### config.mk
export PLATFORM = sky130hd
export DESIGN_NAME = bsfa_pack
export DESIGN_NICKNAME = d
export VERILOG_FILES = /design/src/rtl/bcd_signed_fixed_point_alu_unit_macros.svh /design/src/rtl/bsfa_pkg.sv /design/src/rtl/bsfa_pack.sv
export SDC_FILE = /design/constraint.sdc
export NUM_CORES = 1
export LEC_CHECK = 0
export ABC_AREA = 1
export BUFFER_PORTS_ARGS = -buffer_cell sky130_fd_sc_hd__buf_4
export CORE_AREA = 3 3 104 106
export CTS_CLUSTER_SIZE = 16
export DETAILED_ROUTE_END_ITERATION = 6
export DIE_AREA = 0 0 107 109
export GPL_TIMING_DRIVEN = 0
export PLACE_DENSITY = 0.7
export SLEW_MARGIN = 20
export SYNTH_ARGS = -nofsm -noshare
export SYNTH_HDL_FRONTEND = slang
export SYNTH_SLANG_ARGS = --single-unit
### constraint.sdc
create_clock -name clock -period 1.45 [get_ports clock]
set_input_delay 0.0725 -clock clock [delete_from_list [all_inputs] [get_ports clock]]
set_output_delay 0.0725 -clock clock [all_outputs]
set_load 0.03 [all_outputs]
### src/rtl/bcd_signed_fixed_point_alu_unit_macros.svh
// Assertion macros for the BCD fixed-point ALU.
// Included by the top level; depends on nothing else.
`ifndef BCD_SIGNED_FIXED_POINT_ALU_UNIT_MACROS_SVH
`define BCD_SIGNED_FIXED_POINT_ALU_UNIT_MACROS_SVH

// Same-cycle implication
`define BSFA_ASSERT_IMP(lbl, clk, rst, ante, cons, msg) \
   lbl: assert property (@(posedge clk) disable iff (rst) (ante) |-> (cons)) \
      else $error(msg);

// Next-cycle implication
`define BSFA_ASSERT_NXT(lbl, clk, rst, ante, cons, msg) \
   lbl: assert property (@(posedge clk) disable iff (rst) (ante) |=> (cons)) \
      else $error(msg);

`endif

### src/rtl/bsfa_pkg.sv
// Shared constants, types and BCD helper functions for the decimal ALU.
// Used by every module of the block; depends on nothing.
package bsfa_pkg;

   localparam int DIGITS      = 16;
   localparam int FRAC_DIGITS = 10;
   localparam int IN_W        = 64;
   localparam int DW          = 4 * DIGITS;
   localparam int PROD_DIGITS = 2 * DIGITS;
   localparam int PW          = 4 * PROD_DIGITS;
   localparam int TREE_LVLS   = $clog2(DIGITS);
   localparam int PP_N        = 1 << TREE_LVLS;
   localparam int NODES       = 2 * PP_N - 1;
   localparam int NSTG        = 4 + TREE_LVLS;
   localparam int REQ_BITS    = 2 + 2 * IN_W + 2;
   localparam int REQ_W       = ((REQ_BITS + 7) / 8) * 8;
   localparam int RSP_BITS    = IN_W + 4;
   localparam int RSP_W       = ((RSP_BITS + 7) / 8) * 8;

   // request field offsets
   localparam int REQ_A_LO  = 2;
   localparam int REQ_AN    = 2 + IN_W;
   localparam int REQ_B_LO  = 3 + IN_W;
   localparam int REQ_BN    = 3 + 2 * IN_W;
   // result field offsets
   localparam int RSP_NEG   = IN_W;
   localparam int RSP_ORD   = IN_W + 1;
   localparam int RSP_OVF   = IN_W + 3;

   localparam logic [PW-1:0] BCD_SIX = {PROD_DIGITS{4'h6}};

   typedef enum logic [1:0] {
      CMD_ADD = 2'd0,
      CMD_SUB = 2'd1,
      CMD_MUL = 2'd2,
      CMD_CMP = 2'd3
   } cmd_type;

   typedef enum logic [1:0] {
      ORD_LESS    = 2'd0,
      ORD_EQUAL   = 2'd1,
      ORD_GREATER = 2'd2
   } order_type;

   typedef struct packed {
      cmd_type         cmd;
      order_type       order;
      logic            mul_neg;
      logic            add_neg;
      logic [DW-1:0]   x;
      logic [DW-1:0]   y;
      logic            cin;
      logic            is_sub;
      logic [DW-1:0]   da;
      logic [DW-1:0]   db;
   } dec_type;

   typedef struct packed {
      cmd_type         cmd;
      order_type       order;
      logic            mul_neg;
      logic            add_neg;
      logic [DW-1:0]   sum_mag;
      logic            sum_ovf;
   } side_type;

   // Clamp non-decimal nibbles to 9, drop nibbles above DIGITS
   function automatic logic [DW-1:0] sanitize(input logic [IN_W-1:0] v);
      logic [DW-1:0] r;
      logic [3:0]    n;
      for (int i = 0; i < DIGITS; i++) begin
         n = v[4*i +: 4];
         r[4*i +: 4] = (n > 4'd9) ? 4'd9 : n;
      end
      return r;
   endfunction

   // Nine's complement of each digit
   function automatic logic [DW-1:0] nines(input logic [DW-1:0] v);
      logic [DW-1:0] r;
      for (int i = 0; i < DIGITS; i++) begin
         r[4*i +: 4] = 4'd9 - v[4*i +: 4];
      end
      return r;
   endfunction

   // Digit times digit as two BCD digits {tens, units}
   function automatic logic [7:0] digit_mul(input logic [3:0] a, input logic [3:0] b);
      logic [7:0]  p;
      logic [15:0] t;
      logic [7:0]  tens;
      logic [7:0]  units;
      p     = {4'd0, a} * {4'd0, b};
      t     = {8'd0, p} * 16'd205;
      tens  = {4'd0, t[14:11]};
      units = p - tens * 8'd10;
      return {tens[3:0], units[3:0]};
   endfunction

   // Packed BCD add over PROD_DIGITS digits: pre-bias by 6, binary add, un-bias
   function automatic logic [PW-1:0] bcd_add(input logic [PW-1:0] x, input logic [PW-1:0] y,
                                             input logic cin);
      logic [PW-1:0] u;
      logic [PW:0]   s;
      logic [PW-1:0] r;
      logic          c;
      u = x + BCD_SIX;
      s = {1'b0, u} + {1'b0, y} + {{PW{1'b0}}, cin};
      for (int i = 0; i < PROD_DIGITS; i++) begin
         if (i == PROD_DIGITS - 1) c = s[PW];
         else                      c = s[4*i+4] ^ u[4*i+4] ^ y[4*i+4];
         r[4*i +: 4] = c ? s[4*i +: 4] : (s[4*i +: 4] - 4'd6);
      end
      return r;
   endfunction

   // One partial product row: units plus tens shifted up a digit
   function automatic logic [PW-1:0] pp_row(input logic [DW-1:0] units,
                                            input logic [DW-1:0] tens);
      logic [PW-1:0] ue;
      logic [PW-1:0] te;
      ue = '0;
      te = '0;
      ue[DW-1:0] = units;
      te[DW+3:4] = tens;
      return bcd_add(ue, te, 1'b0);
   endfunction

endpackage

### src/rtl/bsfa_pack.sv
// Last stage: selects the result by command, scales the product, flags, packs.
// Depends on bsfa_pkg.
module bsfa_pack (
   input  logic                          clock,
   input  logic                          en,
   input  bsfa_pkg::side_type            side,
   input  logic [bsfa_pkg::PW-1:0]       prod,
   output logic [bsfa_pkg::RSP_W-1:0]    rsp_data_ff
);

   logic [bsfa_pkg::RSP_W-1:0] rsp_data_in;

   always_comb begin
      logic [bsfa_pkg::DW-1:0] mag;
      logic                    ovf;
      logic                    neg;
      unique case (side.cmd)
         bsfa_pkg::CMD_ADD, bsfa_pkg::CMD_SUB: begin
            mag = side.sum_mag;
            ovf = side.sum_ovf;
            neg = side.add_neg;
         end
         bsfa_pkg::CMD_MUL: begin
            // truncate fraction, anything above DIGITS integer range overflows
            mag = prod[4*bsfa_pkg::FRAC_DIGITS +: bsfa_pkg::DW];
            ovf = |prod[bsfa_pkg::PW-1 : 4*(bsfa_pkg::FRAC_DIGITS + bsfa_pkg::DIGITS)];
            neg = side.mul_neg;
         end
         default: begin
            mag = '0;
            ovf = 1'b0;
            neg = 1'b0;
         end
      endcase
      // zero is always positive
      neg = neg & (|mag);

      rsp_data_in = '0;
      rsp_data_in[bsfa_pkg::DW-1:0]                = mag;
      rsp_data_in[bsfa_pkg::RSP_NEG]               = neg;
      rsp_data_in[bsfa_pkg::RSP_ORD +: 2]          = side.order;
      rsp_data_in[bsfa_pkg::RSP_OVF]               = ovf;
   end

   always_ff @(posedge clock) begin
      if (en) rsp_data_ff <= rsp_data_in;
   end

endmodule

# Word-level counts from Yosys, hierarchy flattened
# Cells that the tools add are included.
[word_totals]
reg_bits = 68
out_inout_bits = 72
elab_cells = 11
[classes]
n_eq_ne = 2
n_mux = 3
bitwise = 1
n_reduce_logical = 4
[op_table]
columns = ["op", "count"]
rows = [
  ["case mux 64 bit (2 select lines)", 1],
  ["OR reduction 64 bit", 1],
  ["OR reduction 24 bit", 1],
  ["case mux 1 bit (2 select lines)", 2],
  ["== test 2 x 1 -> 1 bit (second input constant)", 1],
  ["== test 2 bit (second input constant)", 1],
  ["zero test 2 bit", 1],
  ["OR reduction 2 bit", 1],
  ["AND 1 bit", 1],
]

# Longest topological paths before layout
[depth]
word_depth = 5
depth_mapped = 11

# Worst setup path after synthesis
# OpenSTA, ideal clock, no wires.
[synth_path]
path_type = "input port to flip-flop"
from = "in side[70] (netlist bit)"
to = "reg rsp_data_ff[64] (netlist bit) (data pin)"
setup_ps = 257
arrival_ps = 934
slack_ps = 259
cell_stages = 11
cell_sequence = "inv_2 > buf_2 > buf_2 > nand2_1 > nand2_1 > nor2_1 > nand2_1 > nor2_1 > nand2_1 > nor2_1 > a21oi_1"
[synth_via]
elab_chain_cells = 5
elab_cells_between_ends = 8
cone_classes = "2 x eq/ne; 2 x mux; 1 x bitwise; 3 x reduce/logical"
[synth_lines]
columns = ["item", "line", "source"]
rows = [
  ["start, declared", "bsfa_pack.sv:6", "input bsfa_pkg::side_type side,"],
  ["== test 2 x 1 -> 1 bit or zero test 2 bit (tied branches)", "bsfa_pack.sv:17", "unique case (side.cmd)"],
  ["OR reduction 2 bit", "bsfa_pack.sv:17", ""],
  ["case mux 64 bit (2 select lines) (*)", "bsfa_pack.sv:17", ""],
  ["via rsp_data_in, one bit", "bsfa_pack.sv:11", "logic [bsfa_pkg::RSP_W-1:0] rsp_data_in;"],
  ["OR reduction 64 bit (*)", "bsfa_pack.sv:36", "neg = neg & (|mag);"],
  ["AND 1 bit (*)", "bsfa_pack.sv:36", ""],
  ["via rsp_data_in, one bit", "bsfa_pack.sv:11", ""],
  ["end signal, assigned", "bsfa_pack.sv:46", "if (en) rsp_data_ff <= rsp_data_in;"],
  ["end, declared", "bsfa_pack.sv:8", "output logic [bsfa_pkg::RSP_W-1:0] rsp_data_ff"],
]
# The timed path passes the listed nets; every way through them passes the cells marked *.
# A chain may end at the register's enable or synchronous reset.

# Worst setup path after layout
# Same ends and word-level chain as after synthesis.

==> qor.txt <==
Status -> finished, final reports clean
Element type at the critical path start -> primary input
Top reg by flops -> rsp_data_ff
Num ports -> 273
Worst setup margin -> 0.143 ns
Die height -> 109 um
Synth Register Bits -> 68
Initial DRC Count -> 218
Die X -> 107 um
RePlAce Congestion -> 0.770
CTS buffer count -> 9
Biggest regs -> rsp_data_ff: 68 flops
I/O Buffers -> 228
Fin. max-slew vios -> 0
DR vias -> 3431
Slew @ Worst Pin -> 0.886 ns
Clk sinks -> 68
Arr. time, crit path -> 1.39 ns
Cell mode on critical path -> nand2_1
Fmax -> 765 MHz
RSZ-0062 raised after global routing -> false
Kind of critical path -> primary input to register
Leak Pwr -> 2.66 nW
Layout area overhead -> 66.4%
Layout Nets -> 808
Place WS -> -0.265 ns
Post-synthesis sequential area ratio -> 62.5%
DRC violations left -> 0
Final WL -> 11.8 mm
Core Rows -> 36
Required time of the worst setup path -> 1.54 ns
Unique masters post-synth -> 19
Syn avg cell area -> 9.02 um^2
Cell area after layout -> 5430 um^2
CTS root buffer -> clkbuf_8
Register clock-pin slew on the reported worst setup and hold paths -> 0.08 ns
Worst rel slew slack -> 40.9%
CTS H-tree lvls -> 3
Routed WL per cell -> 15.8 um
Share of layout cells above drive strength 1 -> 42.8%
Final period utilization -> 90.2%
Critical Path Fanout Max -> 10
Type of the worst min-delay path -> primary input to register
CP endpoint kind -> register
Post-Synthesis Cells -> 362
Setup tns final -> 0 ns
Vias in the first global route -> 3374
Core ar. -> 9860 um^2
Placed cell areas -> 5150 um^2
Number of max-cap violations -> 0
Post-DP HPWL -> 9.35 mm
Synth Warn # -> 0
DR pass1 iterations -> 5
Maximum vdd drop -> 0.524 mV
ANT nets after route -> 0
Final setup fails -> 0
Vias per inst -> 4.61
Synth Cell Area -> 3270 um^2
Setup bufs post-CTS -> 0
Die ar. -> 11700 um^2
# diodes -> 0
Largest stage delay, worst path -> 0.23 ns
First-pass GRT wire length -> 17.1 mm
Fill count -> 909
Grt ovf -> 0
Max reg flops -> 68
Critical-path cell list -> buf_4 -> inv_2 -> buf_2 -> clkbuf_4 -> nand2_1 -> nand2_1 -> nor2_1 -> nand2_1 -> nor2_1 -> nand2_1 -> nor2_1 -> a21oi_1
Starting Density -> 33.1%
Fin crit period -> 1.31 ns
GRT Overall Usage -> 19.5%
PD cells -> 1050 nW/um^2
Initial antenna violation count -> 0
Clock buffer depth -> 2
CTS tree -> built
CP max-delay cell -> clkbuf_4
Final core utilization -> 55.1%
Largest net degree at the start of global routing -> 69
Fin Hold WS -> 0.0191 ns
Fin. Hold Viols -> 0
repair_timing:
| action | 4_1_cts | 5_1_grt |
|---|---|---|
| endpoints found under the hold margin | 3 | 0 |
| gates resized for setup | 0 | 1 |
| hold buffers | 3 | 0 |
| setup endpoints to repair | 0 | 1 |
layer usage:
layer | global-route usage (%) | vias to the layer above | part of all wire, %
met5 | 0 | - | 0
met4 | 6.76 | 0 | 1.3
met3 | 4.32 | 13 | 8.1
met2 | 35.5 | 164 | 52
met1 | 22.8 | 1572 | 38
li1 | - | 1682 | -
area by class of cell:
| class | instances | area (um^2) | area share, % |
|---|---|---|---|
| Sequential cell | 68 | 2040 | 37.6 |
| Inverter | 3 | 11.3 | 0.207 |
| Buffer | 21 | 116 | 2.14 |
| Clock inverter | 7 | 121 | 2.23 |
| Clock buffer | 9 | 124 | 2.28 |
| Multi-Input combinational cell | 273 | 1110 | 20.4 |
| Timing Repair Buffer | 231 | 1740 | 32.1 |
| Tap cell | 133 | 166 | 3.06 |
power breakdown:
part	leakage [nW]	total [mW]	switching [mW]	internal, mW
Clock	0.124	1.91	0.756	1.15
Combinational	1.87	1.40	0.796	0.600
Sequential	0.659	2.42	0.0502	2.37
Total	2.66	5.73	1.60	4.13
worst max-delay path: cells and delay by family:
kind	cells	cell delay (ns)
simple gates	7	0.67
buf+inv	4	0.56
compound gates	1	0.08
placed cells by master, fill, tap and decap left out, types with 2 or more instances in the layout:
cell	n
inv_2	2
nand3_1	39
dlygate4sd3_1	3
conb_1	4
edfxtp_1	68
buf_1	2
nand2_1	176
clkbuf_1	4
nor2_1	42
buf_2	9
inv_6	2
bufinv_16	3
clkbuf_8	9
nor4_1	6
buf_4	232
cell usage after synthesis, drive strengths merged:
library cell,count,share of area [%]
and2,2,0.38
nand4,1,0.19
a22o,1,0.27
conb,1,0.11
nor2,43,5.2
buf,17,3.0
inv,3,0.34
a21oi,1,0.15
clkbuf,4,0.46
nor4,6,1.1
edfxtp,68,63
nand2,176,20
nand3,39,6.0
metrics by stage:
step                      instances  power (mW)
after floorplan                 365        3.11
after global placement          726        3.85
after detailed placement        726        3.87
after CTS                       745        5.78
after global routing            745        5.98
final                           745        5.73
worst paths after layout:
check | startpoint | end | slack [ns] | cells past startpoint
worst max-delay path | side[70] | rsp_data_ff[64]$_DFFE_PP_ | 0.14 | 12
worst min-delay path | prod[73] | rsp_data_ff[33]$_DFFE_PP_ | 0.02 | 3
cell families (layout without fill, tap and decap cells):
logic type	after synthesis	in the layout	synth area share [%]
other	1	4	0.115
AOI/OAI and AO/OA	2	2	0.421
and+or+nand+nor	267	267	33.1
buffers and inverters	24	271	3.83
DFF	68	68	62.5
Power figures use the tool's default switching activity.
