File: src/rtl/bcd_signed_fixed_point_alu_unit_macros.svh
// Assertion macros for the BCD fixed-point ALU.
// Included by the top level; depends on nothing else.
`ifndef BCD_SIGNED_FIXED_POINT_ALU_UNIT_MACROS_SVH
`define BCD_SIGNED_FIXED_POINT_ALU_UNIT_MACROS_SVH

// Same-cycle implication
`define BSFA_ASSERT_IMP(lbl, clk, rst, ante, cons, msg) \
   lbl: assert property (@(posedge clk) disable iff (rst) (ante) |-> (cons)) \
      else $error(msg);

// Next-cycle implication
`define BSFA_ASSERT_NXT(lbl, clk, rst, ante, cons, msg) \
   lbl: assert property (@(posedge clk) disable iff (rst) (ante) |=> (cons)) \
      else $error(msg);

`endif

File: src/rtl/bsfa_pkg.sv
// Shared constants, types and BCD helper functions for the decimal ALU.
// Used by every module of the block; depends on nothing.
package bsfa_pkg;

   localparam int DIGITS      = 16;
   localparam int FRAC_DIGITS = 10;
   localparam int IN_W        = 64;
   localparam int DW          = 4 * DIGITS;
   localparam int PROD_DIGITS = 2 * DIGITS;
   localparam int PW          = 4 * PROD_DIGITS;
   localparam int TREE_LVLS   = $clog2(DIGITS);
   localparam int PP_N        = 1 << TREE_LVLS;
   localparam int NODES       = 2 * PP_N - 1;
   localparam int NSTG        = 4 + TREE_LVLS;
   localparam int REQ_BITS    = 2 + 2 * IN_W + 2;
   localparam int REQ_W       = ((REQ_BITS + 7) / 8) * 8;
   localparam int RSP_BITS    = IN_W + 4;
   localparam int RSP_W       = ((RSP_BITS + 7) / 8) * 8;

   // request field offsets
   localparam int REQ_A_LO  = 2;
   localparam int REQ_AN    = 2 + IN_W;
   localparam int REQ_B_LO  = 3 + IN_W;
   localparam int REQ_BN    = 3 + 2 * IN_W;
   // result field offsets
   localparam int RSP_NEG   = IN_W;
   localparam int RSP_ORD   = IN_W + 1;
   localparam int RSP_OVF   = IN_W + 3;

   localparam logic [PW-1:0] BCD_SIX = {PROD_DIGITS{4'h6}};

   typedef enum logic [1:0] {
      CMD_ADD = 2'd0,
      CMD_SUB = 2'd1,
      CMD_MUL = 2'd2,
      CMD_CMP = 2'd3
   } cmd_type;

   typedef enum logic [1:0] {
      ORD_LESS    = 2'd0,
      ORD_EQUAL   = 2'd1,
      ORD_GREATER = 2'd2
   } order_type;

   typedef struct packed {
      cmd_type         cmd;
      order_type       order;
      logic            mul_neg;
      logic            add_neg;
      logic [DW-1:0]   x;
      logic [DW-1:0]   y;
      logic            cin;
      logic            is_sub;
      logic [DW-1:0]   da;
      logic [DW-1:0]   db;
   } dec_type;

   typedef struct packed {
      cmd_type         cmd;
      order_type       order;
      logic            mul_neg;
      logic            add_neg;
      logic [DW-1:0]   sum_mag;
      logic            sum_ovf;
   } side_type;

   // Clamp non-decimal nibbles to 9, drop nibbles above DIGITS
   function automatic logic [DW-1:0] sanitize(input logic [IN_W-1:0] v);
      logic [DW-1:0] r;
      logic [3:0]    n;
      for (int i = 0; i < DIGITS; i++) begin
         n = v[4*i +: 4];
         r[4*i +: 4] = (n > 4'd9) ? 4'd9 : n;
      end
      return r;
   endfunction

   // Nine's complement of each digit
   function automatic logic [DW-1:0] nines(input logic [DW-1:0] v);
      logic [DW-1:0] r;
      for (int i = 0; i < DIGITS; i++) begin
         r[4*i +: 4] = 4'd9 - v[4*i +: 4];
      end
      return r;
   endfunction

   // Digit times digit as two BCD digits {tens, units}
   function automatic logic [7:0] digit_mul(input logic [3:0] a, input logic [3:0] b);
      logic [7:0]  p;
      logic [15:0] t;
      logic [7:0]  tens;
      logic [7:0]  units;
      p     = {4'd0, a} * {4'd0, b};
      t     = {8'd0, p} * 16'd205;
      tens  = {4'd0, t[14:11]};
      units = p - tens * 8'd10;
      return {tens[3:0], units[3:0]};
   endfunction

   // Packed BCD add over PROD_DIGITS digits: pre-bias by 6, binary add, un-bias
   function automatic logic [PW-1:0] bcd_add(input logic [PW-1:0] x, input logic [PW-1:0] y,
                                             input logic cin);
      logic [PW-1:0] u;
      logic [PW:0]   s;
      logic [PW-1:0] r;
      logic          c;
      u = x + BCD_SIX;
      s = {1'b0, u} + {1'b0, y} + {{PW{1'b0}}, cin};
      for (int i = 0; i < PROD_DIGITS; i++) begin
         if (i == PROD_DIGITS - 1) c = s[PW];
         else                      c = s[4*i+4] ^ u[4*i+4] ^ y[4*i+4];
         r[4*i +: 4] = c ? s[4*i +: 4] : (s[4*i +: 4] - 4'd6);
      end
      return r;
   endfunction

   // One partial product row: units plus tens shifted up a digit
   function automatic logic [PW-1:0] pp_row(input logic [DW-1:0] units,
                                            input logic [DW-1:0] tens);
      logic [PW-1:0] ue;
      logic [PW-1:0] te;
      ue = '0;
      te = '0;
      ue[DW-1:0] = units;
      te[DW+3:4] = tens;
      return bcd_add(ue, te, 1'b0);
   endfunction

endpackage

File: src/rtl/bsfa_decode.sv
// First pipeline stage: operand cleanup, signed compare, add/subtract setup.
// Depends on bsfa_pkg.
module bsfa_decode (
   input  logic                   clock,
   input  logic                   en,
   input  logic [1:0]             command,
   input  logic [63:0]            a_digits,
   input  logic                   a_negative,
   input  logic [63:0]            b_digits,
   input  logic                   b_negative,
   output bsfa_pkg::dec_type      dec_ff
);

   bsfa_pkg::dec_type dec_in;

   always_comb begin
      logic [bsfa_pkg::DW-1:0] da;
      logic [bsfa_pkg::DW-1:0] db;
      logic sa, sb, eb, gt, eq, b_nz;
      da   = bsfa_pkg::sanitize(a_digits);
      db   = bsfa_pkg::sanitize(b_digits);
      b_nz = |db;
      // zero magnitude counts as positive
      sa   = a_negative & (|da);
      sb   = b_negative & b_nz;
      gt   = da > db;
      eq   = da == db;

      dec_in.cmd     = bsfa_pkg::cmd_type'(command);
      dec_in.da      = da;
      dec_in.db      = db;
      dec_in.mul_neg = sa ^ sb;

      // signed order of a against b
      priority if (sa != sb) begin
         dec_in.order = sa ? bsfa_pkg::ORD_LESS : bsfa_pkg::ORD_GREATER;
      end else if (eq) begin
         dec_in.order = bsfa_pkg::ORD_EQUAL;
      end else begin
         dec_in.order = (gt != sa) ? bsfa_pkg::ORD_GREATER : bsfa_pkg::ORD_LESS;
      end

      // effective sign of b, then larger minus smaller via ten's complement
      eb = (dec_in.cmd == bsfa_pkg::CMD_SUB) ? (!sb && b_nz) : sb;
      priority if (sa == eb) begin
         dec_in.x = da; dec_in.y = db; dec_in.cin = 1'b0;
         dec_in.is_sub = 1'b0; dec_in.add_neg = sa;
      end else if (gt || eq) begin
         dec_in.x = da; dec_in.y = bsfa_pkg::nines(db); dec_in.cin = 1'b1;
         dec_in.is_sub = 1'b1; dec_in.add_neg = sa;
      end else begin
         dec_in.x = db; dec_in.y = bsfa_pkg::nines(da); dec_in.cin = 1'b1;
         dec_in.is_sub = 1'b1; dec_in.add_neg = eb;
      end
   end

   always_ff @(posedge clock) begin
      if (en) dec_ff <= dec_in;
   end

endmodule

File: config.mk
export PLATFORM = sky130hd
export DESIGN_NAME = bsfa_decode
export DESIGN_NICKNAME = d
export VERILOG_FILES = /design/src/rtl/bcd_signed_fixed_point_alu_unit_macros.svh /design/src/rtl/bsfa_pkg.sv /design/src/rtl/bsfa_decode.sv
export SDC_FILE = /design/constraint.sdc
export NUM_CORES = 1
export LEC_CHECK = 0
export ABC_AREA = 0
export BUFFER_PORTS_ARGS = -buffer_cell sky130_fd_sc_hd__buf_4
export CAP_MARGIN = 5
export CORE_ASPECT_RATIO = 2
export CORE_MARGIN = 1
export CORE_UTILIZATION = 40
export CTS_CLUSTER_SIZE = 12
export DETAILED_ROUTE_END_ITERATION = 10
export GPL_ROUTABILITY_DRIVEN = 0
export GPL_TIMING_DRIVEN = 0
export SYNTH_ARGS = -nofsm -noshare
export SYNTH_HDL_FRONTEND = slang
export SYNTH_SLANG_ARGS = --single-unit
File: constraint.sdc
create_clock -name clock -period 7.86 [get_ports clock]
set_input_delay 0.393 -clock clock [delete_from_list [all_inputs] [get_ports clock]]
set_output_delay 0.393 -clock clock [all_outputs]
set_load 0.03 [all_outputs]
Yosys cells after proc, flatten, opt, wreduce, memory -nomap -nowiden

Index checks and enable logic that the tools add are counted.

Bits in registers: 264
Output and inout port bits: 264
Input port bits: 134
Word-level logic and storage cells: 127

Magnitude comparators: 33
Muxes and demuxes: 39
Bitwise operators: 3
Add/sub/neg operators: 32
Reductions and logical operators: 5
Equality and inequality tests: 5

Operators with widths:

| kind                                                | number |
|---|---|
| 2-to-1 mux 131 bit                                  | 2 |
| > comparator 4 bit, second input constant           | 32 |
| 2-to-1 mux 4 bit                                    | 32 |
| OR reduction 64 bit                                 | 2 |
| subtractor 4 bit, first input constant              | 32 |
| equality test 64 bit                                | 1 |
| > comparator 64 bit                                 | 1 |
| 2-to-1 mux 2 bit                                    | 4 |
| bitwise AND 1 bit                                   | 2 |
| equality test 2 x 1 -> 1 bit, second input constant | 1 |
| != test 1 bit                                       | 2 |
| equality test 1 bit                                 | 1 |
| logical AND 1 bit                                   | 1 |
| logical NOT 1 bit                                   | 1 |
| logical OR 1 bit                                    | 1 |
| 2-to-1 mux 1 bit                                    | 1 |
| XOR 1 bit                                           | 1 |

Depth between registers and ports, before layout

Depth in word-level cells: 9
Gate-level depth with buffers: 19
Gate-level depth less buffers: 17

Least setup slack after synthesis

Ideal clock, no wire load.

Path type: input to register
Start point: input a_digits[62]
End point: register dec_ff[157] (netlist bit), data pin
Cell stages on the path: 18
Slack: 3.930 ns
Required time: 7.598 ns
Library setup time: 0.262 ns
Arrival time: 3.668 ns
Cells stage by stage: or2_2 -> a21oi_1 -> inv_1 -> ha_1 -> nand4_1 -> nor4_1 -> nand4_1 -> nor3_1 -> inv_1 -> and3_1 -> clkbuf_1 -> clkbuf_1 -> nor2_1 -> a21oi_1 -> ha_1 -> or2_2 -> a21oi_1 -> nor3_1

RTL lines:

| item                   | RTL line          | RTL |
|---|---|---|
| start: declaration     | bsfa_decode.sv:7  | `input logic [63:0] a_digits,` |
| end signal: assignment | bsfa_decode.sv:58 | `if (en) dec_ff <= dec_in;` |
| end: declaration       | bsfa_decode.sv:11 | `output bsfa_pkg::dec_type dec_ff` |

==> flow_results.org <==
** Outcome
- The flow ran to the end, and the final reports show no timing, DRC or antenna violations.

** Flow run
- Number of max-cap violations :: 0

** Pwr
- Total power after layout :: 4.15 mW
- In this run switching power makes up 34.1% of total power.
- Relative contribution of the clock network to total power :: around 27%
- Pwr Density :: 237 nW/µm²
- The internal power of the cells totals between 2 and 3 mW.
- Of the total power, registers draw 43.0%.
- In this run the static leakage power is 7.46 nW.
- Share of power burned in combinational logic :: 29.7%
- Summed over all nets, the switching power comes to between 1 and 1.5 mW.
- Max VDD drop :: between 0.15 and 0.2 mV

** Synth
- In the synthesized netlist the async set-or-reset flop fraction comes to 0%.
- Yosys mapped a number of flops with a built-in enable equal to roughly 260.
- Cell taking the most area after synthesis :: sky130_fd_sc_hd__edfxtp_1
- Yosys warnings :: 0
- Counting every net in the synthesized netlist gives roughly 1,400.
- Counting every instance in the synthesized netlist gives 1,232.
- Post-synth top area share :: 59.7%
- Post-synthesis sequential element count :: roughly 260
- After synthesis, the mean cell area works out to 10.7 µm².
- Top cells by area in the synthesized netlist :: sky130_fd_sc_hd__edfxtp_1 (60%), sky130_fd_sc_hd__ha_1 (7.6%), sky130_fd_sc_hd__nand2_1 (4.1%)
- Post-synthesis sequential area ratio :: around three fifths
- Most instantiated flip-flop cell in the synthesis netlist :: sky130_fd_sc_hd__edfxtp_1
- Synth cell types :: 36
- The synthesized netlist occupies a cell area of 13,200 µm².

** Final layout
- Biggest registers after layout :: dec_ff: 263 flops
- Cells with a size suffix above 1 make up 28.5% of the layout.
- dec_ff holds more flip-flops than any other register.
- Most common cell after layout, fill and taps aside :: sky130_fd_sc_hd__buf_4
- The register with the most flip-flops in the layout has 263 of them.
- Post-route non-filler standard cell count :: 2,094
- The area growth from synthesis to layout is 32.4%.
- At the end of the flow the core is filled with cells to 54.1%.
- Post-Layout Inst Area :: 17,500 µm²
- In the final design database the tool counted about 1,900 nets.
- Area taken by flip-flops and latches :: slightly below 8000 µm²
- Summing all multi-input logic gate instances after layout gives 4630 µm².
- Leading cell types in the layout, fill and taps excluded :: sky130_fd_sc_hd__buf_4 (401), sky130_fd_sc_hd__edfxtp_1 (263), sky130_fd_sc_hd__nand2_1 (144), sky130_fd_sc_hd__nor2_1 (133), sky130_fd_sc_hd__a21oi_1 (105)
- The layout has 2,995 filler cells.

** Critical path
- The worst setup path is launched from an input pin.
- Crit-path most repeated cell :: sky130_fd_sc_hd__a21oi_1
- The worst setup path is captured at a flop.
- Last element of the critical path :: dec_ff[177]$_DFFE_PP_
- Crit path largest cell delay :: 0.77 ns
- In this run the worst path has a maximum fanout of 10.
- CP Data Arrival Time :: roughly 5.5 ns
- Tracing the worst setup path back leads to its startpoint at a_digits[14].
- Slowest stage cell on the critical path :: sky130_fd_sc_hd__clkbuf_1
- Critical Path RT :: 8.16 ns
- WS Path Type :: input pin to flop
- Walking the worst path, the cells encountered are buf_4, or2_2, a21oi_1, inv_1, ha_1, a21oi_1, o21ai_0, a221oi_1, a31oi_1, nor3_1, and3_1, clkbuf_1, clkbuf_1, a21oi_1, ha_1, or2_2, a21oi_1, nor3_1.

** Global routing
- The first global-routing pass estimated approximately 74,000 µm of wire.
- Summed over all layers, the global routing overflow is 0.
- For this run, the total global-route usage over all layers was measured as a little under a third.
- Maximum number of pins on one net before global-route repair :: 102
- Antenna violations before repair :: 1
- The via count of the first global-routing pass came to around 12,000.

** Clock network
- Clock slew seen by the registers of the worst setup and hold paths :: 0.06 ns
- Buffers inserted during clock tree synthesis total 26.
- TritonCTS built the clock tree.
- Count of cells resized by post-cts repair :: 0
- Post-CTS Setup Bufs :: 0
- In this run the number of H-tree levels came out at 1.
- Clk sink count :: between 200 and 300
- Root Buffer Master :: sky130_fd_sc_hd__clkbuf_16
- The number of hold buffers added after CTS was 0.
- Clk buf depth :: 3

** Placed design
- In this run the cell area measured after placement is 16,800 µm².
- Port Buf Inserts :: 397
- HPWL after detailed placement :: between 40,000 and 50,000 µm
- Timing analysis after detailed placement gives a worst setup slack of 2.23 ns.
- Counting tap cells, the placed design contains a total of 2,058 instances.

** STA
- Part of the cycle the worst path needs :: between 60 and 70%
- Setup-violating endpoint count in the final report :: 0
- For the pin with the worst max-slew slack, the measured transition is ~1.1 ns.
- Final critical-path required period :: 5.16 ns
- The final max-slew violation count is 0.
- Summed over all failing endpoints, the final setup total negative slack is 0 ns.
- Highest clock rate :: 194 MHz
- Final hold analysis gives a worst-case slack of 0.0410 ns.
- In the post-route analysis, the smallest setup slack over all paths is 2.70 ns.
- Total count of hold-check failures in the final report :: 0
- Worst relative slew slack :: 27.1%
- Setup repair after global routing missed its margin :: false

** Drt
- Number of detailed-routing iterations run before antenna repair :: 5
- Average routed wire per standard cell :: ~26 µm
- In the routed design, unresolved DRC markers number 0.
- Count of vias placed by the detailed router :: between 10,000 and 15,000
- Routed wire length :: roughly 54,000 µm
- The detail route stage leaves a number of antenna-violating nets equal to 0.
- In the routed layout, each cell is associated on average with a via count of 5.50.
- DRC violation total after the first TritonRoute iteration :: between 900 and 1,000

** Floorplan
- The die covers 33,800 µm².
- Starting Density :: 40.9%
- Number of ports placed on the die boundary :: 398
- After floorplanning, the core was divided into 93 placement rows.
- Area of the placeable core :: 32,300 µm²
- Die Y :: 259 µm
- From left edge to right edge, the die measures 131 µm.

** Min path
- Class of the most critical hold timing path :: input pin to flop
[kinds of logic after synthesis]
kind of cell    share of synthesized area (%)
fa+ha+maj                                7.57
compound gates                           9.69
buf+inv                                  5.23
flops                                    59.7
simple gates                             16.2
mux                                      1.36
xor+xnor                                0.199
[cells in the mapped netlist (24+ instances only)]
master and instances:
sky130_fd_sc_hd__a21oi_1 105, sky130_fd_sc_hd__clkbuf_1 59, sky130_fd_sc_hd__edfxtp_1 263, sky130_fd_sc_hd__ha_1 80, sky130_fd_sc_hd__inv_1 101, sky130_fd_sc_hd__nand2_1 144
sky130_fd_sc_hd__nand3_1 42, sky130_fd_sc_hd__nor2_1 133, sky130_fd_sc_hd__nor4_1 26, sky130_fd_sc_hd__o21ai_0 53, sky130_fd_sc_hd__o21ai_1 24, sky130_fd_sc_hd__or2_2 30
[worst max-delay path, delay by kind of cell]
family                   cells  cell delay [ns]
AO/OA/AOI/OAI                7             1.64
buffers and inverters        4             1.50
adder cells (fa/ha/maj)      2             0.53
AND/OR/NAND/NOR              5             1.35
[metal layers]
layer / up-vias / share of wire, % / GRT usage (%)
li1: 5251 / - / -
met1: 5462 / 34 / 33.2
met2: 630 / 52 / 56.9
met3: 167 / 6.7 / 4.55
met4: 0 / 7.2 / 20.5
met5: - / 0 / 0
[worst min path at each step]
stage	start	slack [ns]	end	cells past startpoint
after floorplan	command[0]	0.49	dec_ff[262]$_DFFE_PP_	0
after global placement	command[0]	0.58	dec_ff[262]$_DFFE_PP_	1
after detailed placement	command[0]	0.58	dec_ff[262]$_DFFE_PP_	1
after CTS	command[0]	0.02	dec_ff[262]$_DFFE_PP_	1
after global routing	command[0]	0.03	dec_ff[262]$_DFFE_PP_	1
final	command[0]	0.04	dec_ff[262]$_DFFE_PP_	1
[power groups by stage]
stage	Combinational, mW	Sequential [mW]	Clock (mW)
after floorplan	0.347	2.11	0
after global placement	1.21	1.82	0
after detailed placement	1.22	1.81	0
after CTS	1.22	1.79	1.15
after global routing	1.30	1.80	1.19
final	1.23	1.78	1.13
[final cells by class]
type                            count  area share, %
Sequential cell                   263           45.1
Multi-Input combinational cell    793           26.5
Timing Repair Buffer              399           17.4
Clock buffer                       32           3.97
Tap cell                          427           3.05
Inverter                          101           2.17
Buffer                             75           1.79
Clock inverter                      3         0.0786
Antenna cell                        1         0.0143
No activity file was read; power rests on OpenSTA's default activity.
